File: src/hdl/hae_pkg.sv
// ----------------------------------------------------------------------------
// hae_pkg
// Shared types, character codes and helpers for the attribute value extractor.
// ----------------------------------------------------------------------------
package hae_pkg;

    // one character of attribute text
    typedef struct packed {
        logic [7:0] in_byte;
        logic       last;
    } t_in_item;

    // one result transaction
    typedef struct packed {
        logic [7:0]  value_byte;
        logic        byte_valid;
        logic        done_res;
        logic        found;
        logic [15:0] value_length;
    } t_out_item;

    // configuration register indexes
    localparam logic [1:0] CFG_ATTR_NAME      = 2'd0;
    localparam logic [1:0] CFG_NAME_LENGTH    = 2'd1;
    localparam logic [1:0] CFG_VALUE_CAPACITY = 2'd2;

    localparam logic [15:0] CAPACITY_RESET = 16'd512;

    // character codes
    localparam logic [7:0] CH_NUL    = 8'h00;
    localparam logic [7:0] CH_TAB    = 8'h09;
    localparam logic [7:0] CH_LF     = 8'h0A;
    localparam logic [7:0] CH_VT     = 8'h0B;
    localparam logic [7:0] CH_FF     = 8'h0C;
    localparam logic [7:0] CH_CR     = 8'h0D;
    localparam logic [7:0] CH_SPACE  = 8'h20;
    localparam logic [7:0] CH_DQUOTE = 8'h22;
    localparam logic [7:0] CH_SQUOTE = 8'h27;
    localparam logic [7:0] CH_EQUAL  = 8'h3D;
    localparam logic [7:0] CH_GT     = 8'h3E;
    localparam logic [7:0] CH_UPPER_A = 8'h41;
    localparam logic [7:0] CH_UPPER_Z = 8'h5A;

    // whitespace: space, tab, LF, CR, FF and VT
    function automatic logic is_ws(input logic [7:0] c);
        is_ws = (c == CH_SPACE) || (c == CH_TAB) || (c == CH_LF) ||
                (c == CH_CR) || (c == CH_FF) || (c == CH_VT);
    endfunction

    // ascii lower case
    function automatic logic [7:0] to_lower(input logic [7:0] c);
        to_lower = ((c >= CH_UPPER_A) && (c <= CH_UPPER_Z)) ? (c + 8'd32) : c;
    endfunction

endpackage

File: src/hdl/hae_scan.sv
// ----------------------------------------------------------------------------
// hae_scan
// Attribute scanner: per-character state update and result generation.
// ----------------------------------------------------------------------------
module hae_scan
    import hae_pkg::*;
#(
    parameter int NAME_MAX = 8
) (
    input  logic        i_clk,
    input  logic        i_rst_n,
    input  logic        i_fire,
    input  t_in_item    i_item,
    input  logic [63:0] i_attr_name,
    input  logic [3:0]  i_name_length,
    input  logic [15:0] i_value_capacity,
    output logic        o_res_valid,
    output t_out_item   o_res
);

    typedef enum logic [2:0] {
        PH_SKIP,
        PH_KEY,
        PH_AFTER_KEY,
        PH_AFTER_EQ,
        PH_VALUE
    } t_phase;

    typedef enum logic [1:0] {
        Q_NONE,
        Q_DOUBLE,
        Q_SINGLE
    } t_quote;

    localparam logic [3:0] NAME_MAX_C  = 4'(NAME_MAX);
    localparam logic [3:0] KEY_CNT_MAX = 4'd15;

    t_phase      r_phase,     n_phase;
    logic [3:0]  r_key_count, n_key_count;
    logic        r_key_equal, n_key_equal;
    t_quote      r_quote,     n_quote;
    logic [15:0] r_emitted,   n_emitted;
    logic        r_finished,  n_finished;

    logic [7:0]  c;
    logic        c_ws;
    logic [3:0]  kc_sel;
    logic [7:0]  name_byte;
    logic        char_match;
    logic        eq_after_key;
    logic        eq_empty_key;
    t_quote      q_eff;
    logic        term;
    logic        bv;
    logic        done;
    logic        fnd;
    logic        end_text;
    logic [15:0] len;

    assign c    = i_item.in_byte;
    assign c_ws = is_ws(c);

    // character compare against the wanted name, for a new key or the next char
    assign kc_sel    = (r_phase == PH_KEY) ? r_key_count : 4'd0;
    assign name_byte = i_attr_name[{kc_sel[2:0], 3'b000} +: 8];
    assign char_match = (kc_sel < NAME_MAX_C) && (kc_sel < i_name_length) &&
                        (to_lower(c) == to_lower(name_byte));

    // '=' closes the key: match needs full length and nonzero capacity
    assign eq_after_key = r_key_equal && (r_key_count == i_name_length) &&
                          (i_value_capacity != 16'd0);
    assign eq_empty_key = (i_name_length == 4'd0) && (i_value_capacity != 16'd0);

    // next state and result
    always_comb begin
        n_phase     = r_phase;
        n_key_count = r_key_count;
        n_key_equal = r_key_equal;
        n_quote     = r_quote;
        n_emitted   = r_emitted;
        n_finished  = r_finished;
        q_eff       = r_quote;
        term        = 1'b0;
        bv          = 1'b0;
        done        = 1'b0;
        fnd         = 1'b0;
        len         = 16'd0;
        end_text    = i_item.last;

        if (!r_finished) begin
            if (c == CH_NUL) begin
                end_text = 1'b1;
            end else begin
                unique case (r_phase)
                    PH_SKIP, PH_AFTER_KEY: begin
                        if (c_ws) begin
                            // stay
                        end else if (c == CH_GT) begin
                            done = 1'b1;
                        end else if (c == CH_EQUAL) begin
                            if (r_phase == PH_SKIP) begin
                                n_key_count = 4'd0;
                                n_key_equal = eq_empty_key;
                            end else begin
                                n_key_equal = eq_after_key;
                            end
                            n_phase = PH_AFTER_EQ;
                        end else begin
                            n_key_count = 4'd1;
                            n_key_equal = char_match;
                            n_phase     = PH_KEY;
                        end
                    end
                    PH_KEY: begin
                        if (c_ws) begin
                            n_phase = PH_AFTER_KEY;
                        end else if (c == CH_EQUAL) begin
                            n_key_equal = eq_after_key;
                            n_phase     = PH_AFTER_EQ;
                        end else if (c == CH_GT) begin
                            done = 1'b1;
                        end else begin
                            n_key_equal = r_key_equal && char_match;
                            if (r_key_count < KEY_CNT_MAX) begin
                                n_key_count = r_key_count + 4'd1;
                            end
                        end
                    end
                    PH_AFTER_EQ, PH_VALUE: begin
                        if ((r_phase == PH_AFTER_EQ) && c_ws) begin
                            // skip space before the value
                        end else if ((r_phase == PH_AFTER_EQ) && (c == CH_DQUOTE)) begin
                            n_phase = PH_VALUE;
                            n_quote = Q_DOUBLE;
                        end else if ((r_phase == PH_AFTER_EQ) && (c == CH_SQUOTE)) begin
                            n_phase = PH_VALUE;
                            n_quote = Q_SINGLE;
                        end else begin
                            if (r_phase == PH_AFTER_EQ) begin
                                n_phase = PH_VALUE;
                                n_quote = Q_NONE;
                                q_eff   = Q_NONE;
                            end
                            case (q_eff)
                                Q_DOUBLE: term = (c == CH_DQUOTE);
                                Q_SINGLE: term = (c == CH_SQUOTE);
                                default:  term = c_ws || (c == CH_GT);
                            endcase
                            if (term) begin
                                if (r_key_equal) begin
                                    done = 1'b1;
                                    fnd  = 1'b1;
                                end else if ((q_eff == Q_NONE) && (c == CH_GT)) begin
                                    done = 1'b1;
                                end else begin
                                    n_phase = PH_SKIP;
                                    n_quote = Q_NONE;
                                end
                            end else if (r_key_equal &&
                                         ({1'b0, r_emitted} + 17'd1 <
                                          {1'b0, i_value_capacity})) begin
                                bv        = 1'b1;
                                n_emitted = r_emitted + 16'd1;
                            end
                        end
                    end
                    default: begin
                        n_phase = PH_SKIP;
                    end
                endcase
            end

            // closing report, at a terminator or at the end of the text
            if (done) begin
                n_finished = 1'b1;
            end else if (end_text) begin
                done       = 1'b1;
                fnd        = n_key_equal &&
                             ((n_phase == PH_AFTER_EQ) || (n_phase == PH_VALUE));
                n_finished = 1'b1;
            end

            // reported length, taken before any restart
            if (done && fnd) begin
                len = n_emitted;
            end
        end

        // end of text restarts the scan
        if (i_item.last) begin
            n_phase     = PH_SKIP;
            n_key_count = 4'd0;
            n_key_equal = 1'b1;
            n_quote     = Q_NONE;
            n_emitted   = 16'd0;
            n_finished  = 1'b0;
        end
    end

    // result fields
    assign o_res_valid        = i_fire && (bv || done);
    assign o_res.value_byte   = bv ? c : 8'd0;
    assign o_res.byte_valid   = bv;
    assign o_res.done_res     = done;
    assign o_res.found        = fnd;
    assign o_res.value_length = len;

    // scan state
    always_ff @(posedge i_clk) begin
        if (!i_rst_n) begin
            r_phase     <= PH_SKIP;
            r_key_count <= 4'd0;
            r_key_equal <= 1'b1;
            r_quote     <= Q_NONE;
            r_emitted   <= 16'd0;
            r_finished  <= 1'b0;
        end else if (i_fire) begin
            r_phase     <= n_phase;
            r_key_count <= n_key_count;
            r_key_equal <= n_key_equal;
            r_quote     <= n_quote;
            r_emitted   <= n_emitted;
            r_finished  <= n_finished;
        end
    end

    // a closing report without end of text leaves the scan finished
    a_done_finishes: assert property (@(posedge i_clk) disable iff (!i_rst_n)
        i_fire && o_res.done_res && !i_item.last |=> r_finished)
        else $error("closing report did not finish the scan");

    // value bytes only come from the matched key
    a_byte_needs_match: assert property (@(posedge i_clk) disable iff (!i_rst_n)
        i_fire && o_res.byte_valid |-> r_key_equal && !r_finished)
        else $error("value byte emitted without a matched key");

    // a finished scan stays finished until more text is taken
    a_finished_holds: assert property (@(posedge i_clk) disable iff (!i_rst_n)
        r_finished && !i_fire |=> r_finished)
        else $error("finished flag dropped without a transaction");

endmodule

File: src/hdl/hae_out_stage.sv
// ----------------------------------------------------------------------------
// hae_out_stage
// Result register with a skid entry; the scanner waits only once it fills.
// ----------------------------------------------------------------------------
module hae_out_stage
    import hae_pkg::*;
(
    input  logic      i_clk,
    input  logic      i_rst_n,
    input  logic      i_push,
    input  t_out_item i_res,
    output logic      o_ready,
    output logic      o_valid,
    input  logic      i_stall,
    output t_out_item o_data
);

    logic      r_out_valid;
    t_out_item r_out;
    logic      r_skid_valid;
    t_out_item r_skid;
    logic      pop;

    assign pop     = r_out_valid && !i_stall;
    assign o_ready = !r_skid_valid;
    assign o_valid = r_out_valid;
    assign o_data  = r_out;

    // output register and skid entry
    always_ff @(posedge i_clk) begin
        if (!i_rst_n) begin
            r_out_valid  <= 1'b0;
            r_skid_valid <= 1'b0;
        end else if (pop || !r_out_valid) begin
            if (r_skid_valid) begin
                r_out_valid  <= 1'b1;
                r_out        <= r_skid;
                r_skid_valid <= 1'b0;
            end else begin
                r_out_valid <= i_push;
                r_out       <= i_res;
            end
        end else if (i_push) begin
            r_skid_valid <= 1'b1;
            r_skid       <= i_res;
        end
    end

    // the skid entry only fills behind a held output
    a_skid_behind_out: assert property (@(posedge i_clk) disable iff (!i_rst_n)
        r_skid_valid |-> r_out_valid)
        else $error("skid entry valid with empty output register");

    // no push into a full stage
    a_no_overflow: assert property (@(posedge i_clk) disable iff (!i_rst_n)
        i_push |-> !r_skid_valid)
        else $error("result pushed while skid entry is full");

    // a waiting skid entry is not dropped
    a_skid_kept: assert property (@(posedge i_clk) disable iff (!i_rst_n)
        r_skid_valid && !pop |=> r_skid_valid && $stable(r_skid))
        else $error("skid entry lost while output stalled");

endmodule

File: src/hdl/html_attribute_value_extractor.sv
// ----------------------------------------------------------------------------
// html_attribute_value_extractor
// Streams the value of one named HTML attribute out of a tag's attribute text.
// ----------------------------------------------------------------------------
// Usage:
//   Input channel (i_valid / o_stall / i_data) takes one text character per
//   transaction with a last flag on the final one. Output channel (o_valid /
//   i_stall / o_data) gives zero or one result per character: a value byte of
//   the wanted attribute, the closing found/length report, or both.
//   Configuration (i_cfg_we / i_cfg_idx / i_cfg_wdata) writes the wanted name,
//   its length and the value capacity; write only while no text is in flight.
// Timing:
//   One character per cycle sustained while the output is not stalled. A
//   character taken into the input register goes through the scanner and its
//   result is registered in the output register or the skid entry.
// Reset:
//   Synchronous, active low. Scan state goes to the start of an attribute
//   list, both channels empty; name 0, length 0, capacity 512.
// Stall:
//   A stalled result is held; one more result parks in the skid entry, after
//   which the scanner and then the input register hold and o_stall rises.
// ----------------------------------------------------------------------------
module html_attribute_value_extractor
    import hae_pkg::*;
#(
    parameter int NAME_MAX = 8
) (
    input  logic        i_clk,
    input  logic        i_rst_n,
    input  logic        i_valid,
    output logic        o_stall,
    input  t_in_item    i_data,
    output logic        o_valid,
    input  logic        i_stall,
    output t_out_item   o_data,
    input  logic        i_cfg_we,
    input  logic [1:0]  i_cfg_idx,
    input  logic [63:0] i_cfg_wdata
);

    logic        r_in_valid;
    t_in_item    r_in;
    logic [63:0] r_attr_name;
    logic [3:0]  r_name_length;
    logic [15:0] r_value_capacity;

    logic        out_ready;
    logic        scan_fire;
    logic        res_valid;
    t_out_item   res;
    logic        in_accept;

    assign scan_fire = r_in_valid && out_ready;
    assign o_stall   = r_in_valid && !scan_fire;
    assign in_accept = i_valid && !o_stall;

    // input register
    always_ff @(posedge i_clk) begin
        if (!i_rst_n) begin
            r_in_valid <= 1'b0;
        end else if (in_accept) begin
            r_in_valid <= 1'b1;
            r_in       <= i_data;
        end else if (scan_fire) begin
            r_in_valid <= 1'b0;
        end
    end

    // configuration registers
    always_ff @(posedge i_clk) begin
        if (!i_rst_n) begin
            r_attr_name      <= 64'd0;
            r_name_length    <= 4'd0;
            r_value_capacity <= CAPACITY_RESET;
        end else if (i_cfg_we) begin
            unique case (i_cfg_idx)
                CFG_ATTR_NAME:      r_attr_name      <= i_cfg_wdata;
                CFG_NAME_LENGTH:    r_name_length    <= i_cfg_wdata[3:0];
                CFG_VALUE_CAPACITY: r_value_capacity <= i_cfg_wdata[15:0];
                default: ;
            endcase
        end
    end

    hae_scan #(
        .NAME_MAX (NAME_MAX)
    ) u_scan (
        .i_clk            (i_clk),
        .i_rst_n          (i_rst_n),
        .i_fire           (scan_fire),
        .i_item           (r_in),
        .i_attr_name      (r_attr_name),
        .i_name_length    (r_name_length),
        .i_value_capacity (r_value_capacity),
        .o_res_valid      (res_valid),
        .o_res            (res)
    );

    hae_out_stage u_out (
        .i_clk   (i_clk),
        .i_rst_n (i_rst_n),
        .i_push  (res_valid),
        .i_res   (res),
        .o_ready (out_ready),
        .o_valid (o_valid),
        .i_stall (i_stall),
        .o_data  (o_data)
    );

endmodule
File: config.mk
export PLATFORM = sky130hd
export DESIGN_NAME = html_attribute_value_extractor
export DESIGN_NICKNAME = d
export VERILOG_FILES = /design/src/hdl/hae_pkg.sv /design/src/hdl/hae_scan.sv /design/src/hdl/hae_out_stage.sv /design/src/hdl/html_attribute_value_extractor.sv
export SDC_FILE = /design/constraint.sdc
export NUM_CORES = 1
export LEC_CHECK = 0
export BUFFER_PORTS_ARGS = -buffer_cell sky130_fd_sc_hd__buf_2
export CAP_MARGIN = 5
export CORE_ASPECT_RATIO = 2
export CORE_MARGIN = 2
export CORE_UTILIZATION = 29
export DETAILED_ROUTE_END_ITERATION = 7
export PLACE_DENSITY = 0.57
export RECOVER_POWER = 50
export SLEW_MARGIN = 10
export SYNTH_ARGS = -nofsm -noshare
export SYNTH_HDL_FRONTEND = slang
export SYNTH_SLANG_ARGS = --single-unit
File: constraint.sdc
create_clock -name i_clk -period 12.12 [get_ports i_clk]
set_clock_uncertainty 0.1 [all_clocks]
set_input_delay 1.212 -clock i_clk [delete_from_list [all_inputs] [get_ports i_clk]]
set_output_delay 1.212 -clock i_clk [all_outputs]
set_load 0.01 [all_outputs]
# [Word-level counts from Yosys, hierarchy flattened]
# Index checks and enable logic that the tools add are counted.
[word_totals] regBits=177 output_inout_bits=29 elab_cells=251 input_bits=80
[op_classes] eq_ne=32 order_cmp=8 reduce_logical=55 n_shift=1 n_addsub=5 bitwise_logic=2 n_mux=124
[ops] operator="$mux W16" n=11
[ops] operator="$shiftx A64 B7 Y8" n=1
[ops] operator="$mux W1" n=59
[ops] operator="$mux W4" n=12
[ops] operator="$mux W3" n=15
[ops] operator="$eq A8 B4 Y1 const B" n=5
[ops] operator="$eq A8 B6 Y1 const B" n=5
[ops] operator="$mux W2" n=18
[ops] operator="$mux W27" n=1
[ops] operator="$mux W8" n=3
[ops] operator="$logic_and A1 B1 Y1" n=20
[ops] operator="$ne A3 B3 Y1 const B" n=6
[ops] operator="$add A16 B1 Y17 const B" n=1
[ops] operator="$lt A17 B16 Y1" n=1
[ops] operator="$add A16 B1 Y16 const B" n=1
[ops] operator="$add A8 B6 Y8 const B" n=2
[ops] operator="$ge A8 B7 Y1 const B" n=2
[ops] operator="$le A8 B7 Y1 const B" n=2
[ops] operator="$reduce_bool A16 Y1" n=1
[ops] operator="$reduce_and A2 Y1" n=6
[ops] operator="$reduce_and A11 Y1" n=1
[ops] operator="$eq A3 B2 Y1 const B" n=3
[ops] operator="$logic_or A1 B1 Y1" n=9
[ops] operator="$pmux W3 S3" n=1
[ops] operator="other kinds (25)" n=41

# [Logic depth before layout (Yosys ltp)]
# Gate-level depths: netlist of the first run.
[logic_depth] ltp_word=36 ltp_mapped=19 depth_no_buf=17

# [By module]
# From an unflattened synthesis of the first run, not the netlist that was laid out.
[hier_totals] cells_unflattened=1012 area_unflattened_um2=9803.2
[by_module_without_submodules] mod="hae_scan" seq_area_each_um2=540.5 area_per_inst_um2=4070.2 instances=1 cells_per_inst=557
[by_module_without_submodules] mod="html_attribute_value_extractor" seq_area_each_um2=1971.9 area_per_inst_um2=3658.5 instances=1 cells_per_inst=361
[by_module_without_submodules] mod="hae_out_stage" seq_area_each_um2=1661.6 area_per_inst_um2=2074.5 instances=1 cells_per_inst=94

# [Worst setup path after synthesis of the first run]
# No wires, ideal clock.
[synth_path] path_type="register to register" startpoint="register u_scan.r_emitted[0]" endpoint="register u_out.r_skid[0] (netlist name) (enable)" t_arrival_ns=5.315 stages_incl_launch_ff=17 period_less_slack_ns=5.867 setup_slack_ns=6.253 setup_time_ns=0.453 t_required_ns=11.567 path_buffers=0 path_cell_list="dfxtp_1 -> ha_1 -> nand3_1 -> nor3_1 -> and3_1 -> and3_1 -> and3_1 -> xor2_1 -> ha_1 -> a21o_1 -> a21oi_1 -> o211a_1 -> nand3_1 -> a31o_2 -> nor2_1 -> nand2_1 -> a211oi_1"
[synth_via] elab_chain_cells=14
[synth_rtl] item="start: declaration" line_no="hae_scan.sv:42" rtl="logic [15:0] r_emitted, n_emitted;"
[synth_rtl] item="start signal: assignment" line_no="hae_scan.sv:222" rtl="r_emitted <= n_emitted;"
[synth_rtl] item="$add A16 B1 Y17" line_no="hae_scan.sv:160" rtl="({1'b0, r_emitted} + 17'd1 <"
[synth_rtl] item="$lt A17 B16 Y1" line_no="hae_scan.sv:160"
[synth_rtl] item="$logic_and A1 B1 Y1" line_no="hae_scan.sv:159" rtl="end else if (r_key_equal &&"
[synth_rtl] item="$mux W1" line_no="hae_scan.sv:159"
[synth_rtl] item="$mux W1" line_no="hae_scan.sv:149" rtl="if (term) begin"
[synth_rtl] item="$mux W1" line_no="hae_scan.sv:135" rtl="end else if ((r_phase == PH_AFTER_EQ) && (c == CH_SQUOTE)) begin"
[synth_rtl] item="$mux W1" line_no="hae_scan.sv:132" rtl="end else if ((r_phase == PH_AFTER_EQ) && (c == CH_DQUOTE)) begin"
[synth_rtl] item="$mux W1" line_no="hae_scan.sv:130" rtl="if ((r_phase == PH_AFTER_EQ) && c_ws) begin"
[synth_rtl] item="$mux W1" line_no="hae_scan.sv:94" rtl="unique case (r_phase)"
[synth_rtl] item="$mux W1" line_no="hae_scan.sv:91" rtl="if (c == CH_NUL) begin"
[synth_rtl] item="$mux W1" line_no="hae_scan.sv:90" rtl="if (!r_finished) begin"
[synth_rtl] item="$logic_or A1 B1 Y1" line_no="hae_scan.sv:201" rtl="assign o_res_valid = i_fire && (bv || done);"
[synth_rtl] item="$logic_and A1 B1 Y1" line_no="hae_scan.sv:201"
[synth_rtl] item="$reduce_and A3 Y1 (no source line)"
[synth_rtl] item="end signal: assignment" line_no="hae_out_stage.sv:45" rtl="r_skid <= i_res;"
[synth_rtl] item="end: declaration" line_no="hae_out_stage.sv:21" rtl="t_out_item r_skid;"
# No other way between the ends.
# A chain may end at the register's enable or synchronous reset.

# [Worst setup path in the final report of the first run]
[layout_path] startpoint="input i_rst_n" endpoint="register u_out.r_out, in the netlist u_out.o_data[14] (enable)"
[layout_via] elab_chain_cells=1
[layout_rtl] item="start: declaration" line_no="html_attribute_value_extractor.sv:29" rtl="input logic i_rst_n,"
[layout_rtl] item="$reduce_and A2 Y1 (no source line)"
[layout_rtl] item="end signal: assignment" line_no="hae_out_stage.sv:37" rtl="r_out <= r_skid;"
[layout_rtl] item="end signal: assignment" line_no="hae_out_stage.sv:41" rtl="r_out <= i_res;"
[layout_rtl] item="end: declaration" line_no="hae_out_stage.sv:19" rtl="t_out_item r_out;"
# No other way between the ends.

==> impl_metrics.toml, run 1 <==
[run_status]
status = "finished with violations"
violations = "max-capacitance violations, max-slew violations"

[cts]
cts.clk_slew.worst_paths_ps = 70
cts_tree = "done"
cts_buffers = 17
clockBufferDepth = 2
numClockSinks = 177
hold_buffers = 0
insertion_delay_ps = 460
h-tree-depth = 4
cts_root_buf = "clkbuf_16"
post_cts_buffers = 0
cts-resized-gates = 0

[synthesis]
netlist_top_cells_count = "nand2_1 (240), dfxtp_1 (114), a21boi_0 (85), edfxtp_1 (63), clkbuf_1 (44)"
synth_top_cell_by_area = "dfxtp_1"
synth_area_mm2 = 0.009489
synth_nets = 1173
synth_cell_types = 78
synth-edff-count = 63
netlist_instances = 1068
synth.most_common_cell = "nand2_1"
avgSynthCellArea_um2 = 8.885
synth_seq_cells = 177
synthTopCellsByArea = "dfxtp_1 (24%), edfxtp_1 (20%), nand2_1 (9.5%), a21boi_0 (6.7%), ha_1 (3.3%)"
yosysWarnings = 0
synth_seq_area_share = 0.4399
synth_top_area_share = 0.2405
async_flop_share = 0
synth-main-ff-cell = "dfxtp_1"

[setup_path]
slowest_delay_ps = 2700
cp_top_family = "buffers and inverters"
crit_type = "in2reg"
crit_required_ps = 12160
worst-path-buf-inv = 3
reg2reg_to = "u_out.o_data[1]$_DFFE_PP_"
worstReg2RegStart = "u_scan.r_emitted[0]$_SDFFE_PN0P_"
crit_chain = "clkbuf_1 -> clkbuf_1 -> a21boi_0 -> buf_4"
reg2reg_depth = 17
cp-start-kind = "primary input"
crit_arrival_ps = 5840
path_max_fanout = 104
cp-end-kind = "register"
crit_slowest_cell = "clkbuf_1"
rrSetupSlack_ps = 6820
path_common_cell = "clkbuf_1"

[layout]
design_area_mm2 = 0.01082
multiInputGateArea_mm2 = 0.004866
fillerInstances = 3418
drive_gt1_frac = 0.1430
syn_to_final_growth_pct = 13.99
regArea_mm2 = 0.004174
fin_nets = 1232

[min_path]
worstHoldStart = "r_attr_name[62]$_SDFFE_PN0P_"
hold_path_class = "reg2reg"
worstHoldEndpoint = "r_attr_name[62]$_SDFFE_PN0P_"
hold-path-cell-count = 2

[routing]
drt_first_pass_iters = 5
wire_per_inst_um = 16.43
drt_wl_total_um = 25760
via_per_inst = 4.883
vias = 7656
ant_nets = 0
drt_iter0_markers = 342
drc_errors = 0

[floorplanning]
num_rows = 93
initial_core_util = 0.2944
core_mm2 = 0.03223
die_w_um = 131.9
die_area_mm2 = 0.03427
io_pins = 109
die-height_um = 259.8

[sta]
hold_viol = 0
fmax_mhz = 172.4
slew_viol_final = 116
fin_crit_ps = 5801
setup_tns_ps = 0
rsz0062_at_grt = "no"
fin_crit_sh = 0.4786
timing_worst_slew_pin_value_ps = 3838
setup_viol = 0
worst_slew_margin_rel = -1.559

[job]
maxCapViolations = 2

[grt]
antenna_found_initial = 4
grtUsageMet2 = 0.3011
grt_max_degree = 105
grt_usage = 0.1523
top_usage_layer = "met2"
grt_pass1_wl_um = 41020
grt_use_met3 = 0.02417
grt_util_met1 = 0.1463
grt_pass1_vias = 7709
grt_overflow = 0

[placement]
gp_congestion = 0.8339
portBuffers = 108
dp_hpwl_um = 19580
dpl_cell_area_mm2 = 0.01033

[power_and_ir_drop]
worst_ir_drop_vdd_mv = 0.09704
power_density_mw_per_mm2 = 116.7
leakage_nw = 3.819
## registers in the layout (all words and copies together), names as in the netlist
register	count
r_attr_name	64
u_scan.r_phase	3
u_scan.r_key_count	4
r_in_valid	1
u_out.r_skid	27
u_out.o_data	27
u_out.o_valid	1
r_in	9
u_scan.r_finished	1
r_value_capacity	16
u_scan.r_quote	2
u_scan.r_emitted	16
u_out.r_skid_valid	1
u_scan.r_key_equal	1
r_name_length	4
## through the flow
stage	hold slack (ps)	std cells	utilization	power [mW]	worst slack, ps
5_1_grt	388.1	1568	0.3356	1.312	5788
3_5_place_dp	358.9	1535	0.3204	0.7644	6832
2_1_floorplan	338.2	1068	-	0.7213	6253
4_1_cts	368.1	1567	0.3369	1.279	6798
3_3_place_gp	354.2	1535	0.3204	0.7634	6934
6_report	364.9	1568	0.3356	1.262	6319
## how the worst max path moves through the flow
stage                                     startpoint                         end  slack (ps)  depth (start not counted)
finish                                       i_rst_n  u_out.o_data[14]$_DFFE_PP_        6320                          4
global route                                 i_rst_n   u_out.o_data[9]$_DFFE_PP_        5790                          4
CTS                 u_scan.r_emitted[0]$_SDFFE_PN0P_   u_out.o_data[1]$_DFFE_PP_        6800                         17
detailed placement  u_scan.r_emitted[0]$_SDFFE_PN0P_   u_out.o_data[1]$_DFFE_PP_        6830                         17
global placement    u_scan.r_emitted[0]$_SDFFE_PN0P_   u_out.o_data[1]$_DFFE_PP_        6930                         17
floorplan           u_scan.r_emitted[0]$_SDFFE_PN0P_   u_out.r_skid[0]$_DFFE_PP_        6250                         16
## power breakdown
| group | leakage (nW) | switching (mW) | internal, mW |
|---|---|---|---|
| clock network | 0.245 | 0.245 | 0.267 |
| registers | 1.56 | 0.0152 | 0.630 |
| logic | 2.02 | 0.0617 | 0.0434 |
| total | 3.82 | 0.321 | 0.940 |
## layout make-up
cell class	instances	area share
antenna	1	0.0002313
clock buffer	20	0.04130
timing repair buffer	116	0.05182
inverter	39	0.01365
clock inverter	12	0.007866
tap	427	0.04939
sequential	177	0.3859
multi-input combinational	776	0.4499
## worst register-to-register path: cells and delay by family, from the launching register on
family          cells  cell delay (ps)
compound gates      5              930
xor+xnor            1              170
fa+ha+maj           2              500
flops               1              430
mux                 1              290
simple gates        8             2620
## layout by cell type, fill, tap and decap left out, types with 6 or more instances in the layout
| master | netlist | layout |
|---|---|---|
| or2_2 | 6 | 6 |
| a21boi_0 | 85 | 85 |
| and2_1 | 14 | 12 |
| nor4_1 | 10 | 10 |
| mux2i_1 | 18 | 18 |
| buf_2 | 13 | 79 |
| nor2b_1 | 10 | 10 |
| inv_1 | 37 | 37 |
| nor2_1 | 39 | 39 |
| dfxtp_1 | 114 | 114 |
| o22ai_1 | 6 | 6 |
| o21a_1 | 11 | 11 |
| a31oi_1 | 33 | 33 |
| xor2_1 | 31 | 31 |
| nand3_1 | 18 | 18 |
| nand2_1 | 240 | 240 |
| xnor2_1 | 11 | 11 |
| clkbuf_16 | 0 | 17 |
| nor3_1 | 28 | 28 |
| mux2_2 | 14 | 14 |
| ha_1 | 25 | 25 |
| edfxtp_1 | 63 | 63 |
| and3_1 | 10 | 10 |
| a21oi_1 | 24 | 24 |
| buf_4 | 3 | 7 |
| nor3_2 | 9 | 9 |
| o21ai_0 | 34 | 34 |
| nand2b_1 | 6 | 6 |
| a21o_1 | 6 | 6 |
| clkbuf_1 | 44 | 32 |
| a211oi_1 | 10 | 9 |
## kinds of logic after synthesis
logic type / share of synthesized area
xor+xnor: 0.03877
flops: 0.4399
simple gates: 0.2029
fa+ha+maj: 0.03296
mux: 0.04272
buf+inv: 0.05037
compound gates: 0.1924
## routing by layer
layer	vias up	routed length (um)
met5	-	0
met2	153	14650
li1	3855	-
met1	3594	9305
met3	54	733
met4	0	1063
Power figures use the tool's default switching activity.
==> run 2, diff against run 1 <==
==> constraint.sdc (replaced) <==
create_clock -name i_clk -period 5.99 [get_ports i_clk]
set_clock_uncertainty 0.1 [all_clocks]
set_input_delay 0.599 -clock i_clk [delete_from_list [all_inputs] [get_ports i_clk]]
set_output_delay 0.599 -clock i_clk [all_outputs]
set_load 0.01 [all_outputs]
==> run 2 against run 1 <==
The run still ends with max-capacitance violations, max-slew violations left; sequential power increased by 100%; via count decreased by 0.89%; global-route usage rose by 0.053 points; worst hold slack got worse by 140 ps; cell area is 0.35% higher; routed wire length hardly changed; register-to-register slack got worse by 6200 ps.
==> impl_metrics.toml, run 2 (synthesis results as in run 1) <==
[setup_path]
startpoint = "u_scan.r_emitted[0]$_SDFFE_PN0P_"
crit_required_ps = 6070
path_max_fanout = 11
crit_arrival_ps = 5410
reg2reg_to = "u_out.o_data[1]$_DFFE_PP_"
reg2reg_depth = 17
worstReg2RegStart = "u_scan.r_emitted[0]$_SDFFE_PN0P_"
cp-end-kind = "register"
rrSetupSlack_ps = 660
crit_type = "reg2reg"
cp-start-kind = "register"

[cts]
cts.clk_slew.worst_paths_ps = 70
post_cts_buffers = 0
insertion_delay_ps = 460
hold_buffers = 0
numClockSinks = 177
cts_root_buf = "clkbuf_16"
cts_buffers = 17
h-tree-depth = 4
clockBufferDepth = 2
cts_tree = "done"
cts-resized-gates = 0

[sta]
worst_slew_margin_rel = -0.6400
setup_tns_ps = 0
timing_worst_slew_pin_value_ps = 2460
hold_viol = 0
setup_viol = 0
fin_crit_ps = 5331
slew_viol_final = 143
fin_crit_sh = 0.8900
worst_slack_ps = 658.8
fmax_mhz = 187.6
whs_ps = 220.4
rsz0062_at_grt = "no"

[routing]
drc_errors = 0
ant_nets = 0
highest_layer = "met4"
drt_wl_total_um = 25730
vias = 7588
wl_met2_um = 14940
wire_per_inst_um = 16.42
wl_met1_um = 9141
wl_met3_um = 786
drt_first_pass_iters = 5
via_per_inst = 4.842
drt_iter0_markers = 345

[min_path]
worstHoldEndpoint = "r_in[0]$_DFFE_PP_"
hold-path-cell-count = 1
worstHoldStart = "i_data[0]"
hold_path_class = "in2reg"

[layout]
fin_nets = 1233
layout_commonest_cell = "nand2_1"
final_cell_mix = "nand2_1 (240), dfxtp_1 (114), a21boi_0 (85), buf_2 (79), edfxtp_1 (63)"
fillerInstances = 3393
antenna-diode-count = 0
multiInputGateArea_mm2 = 0.004866
regArea_mm2 = 0.004174
largest_reg_flops = 64
largest-register = "r_attr_name"
syn_to_final_growth_pct = 14.39
drive_gt1_frac = 0.1421
fin_util = 0.3367

[placement]
pre_cts_slack_ps = 738.0
dp_hpwl_um = 19690
portBuffers = 108
gp_congestion = 0.8629

[run_status]
violations = "max-capacitance violations, max-slew violations"
status = "finished with violations"

[grt]
grt_usage = 0.1528
grt_pass1_wl_um = 41000
antenna_found_initial = 4
grt_max_degree = 69
grt_pass1_vias = 7614
grt_overflow = 0

[floorplanning]
initial_core_util = 0.2944
io_pins = 109
core_mm2 = 0.03223
die_area_mm2 = 0.03427
num_rows = 93
die-height_um = 259.8
die_w_um = 131.9

[job]
maxCapViolations = 3

[power_and_ir_drop]
leakage_nw = 3.863
worst_ir_drop_vdd_mv = 0.2130
p_total_mw = 2.604
power_density_mw_per_mm2 = 239.9
[run 2: cell count changes in the layout (fill, tap and decap cells not counted)]
cell	change
clkinvlp_4	-3
and2_0	-2
and2_1	+2
clkbuf_16	+2
clkbuf_8	+2
clkinv_1	-2
inv_1	+2
inv_6	-2
buf_4	-1
clkbuf_1	+1
diode_2	-1
inv_4	+1
[run 2: worst max-delay path, cell delays in order, from the launching register on]
cell	delay, ps
dfxtp_1	430
ha_1	240
nand3_1	180
nor3_1	470
and3_1	300
and3_1	250
and3_1	260
xor2_1	190
ha_1	270
a21o_1	160
a21oi_1	130
o211a_1	160
nand3_1	70
a31o_2	350
nor2_1	500
and2_0	600
mux2i_1	290
o21ai_0	110
[run 2: routing by layer]
metal | up-vias | track usage
met5 | - | 0
met4 | 0 | 0.07186
met1 | 3549 | 0.1473
met3 | 45 | 0.02437
met2 | 146 | 0.3089
li1 | 3848 | -
[run 2: layout make-up]
cell class | instances | share of cell area
clock buffers | 23 | 0.04795
inverters | 39 | 0.01360
multi-input cells | 776 | 0.4483
repair buffers | 117 | 0.05164
well taps | 427 | 0.04922
flip-flops and latches | 177 | 0.3846
clock inverters | 8 | 0.004726
[run 2: report_power, final]
part / switching, mW / leakage [nW] / internal, mW
sequential: 0.0344 / 1.56 / 1.27
clock: 0.480 / 0.285 / 0.609
combinational: 0.121 / 2.01 / 0.0855
total: 0.635 / 3.86 / 1.97
[run 2: worst max-delay path by stage]
| stage | end | slack, ps | cells after the start |
|---|---|---|---|
| after global routing | u_out.o_data[1]$_DFFE_PP_ | 220 | 17 |
| after detailed placement | u_out.o_data[1]$_DFFE_PP_ | 740 | 17 |
| after floorplan | u_out.r_skid[0]$_DFFE_PP_ | 120 | 16 |
| after CTS | u_out.o_data[1]$_DFFE_PP_ | 710 | 17 |
| after global placement | u_out.o_data[1]$_DFFE_PP_ | 850 | 17 |
| final | u_out.o_data[1]$_DFFE_PP_ | 660 | 17 |
[run 2: per-stage QoR]
step | instance area [um2] | cells
2_1_floorplan | 9489 | 1068
3_3_place_gp | 10330 | 1536
3_5_place_dp | 10330 | 1536
4_1_cts | 10910 | 1567
5_1_grt | 10850 | 1567
6_report | 10850 | 1567
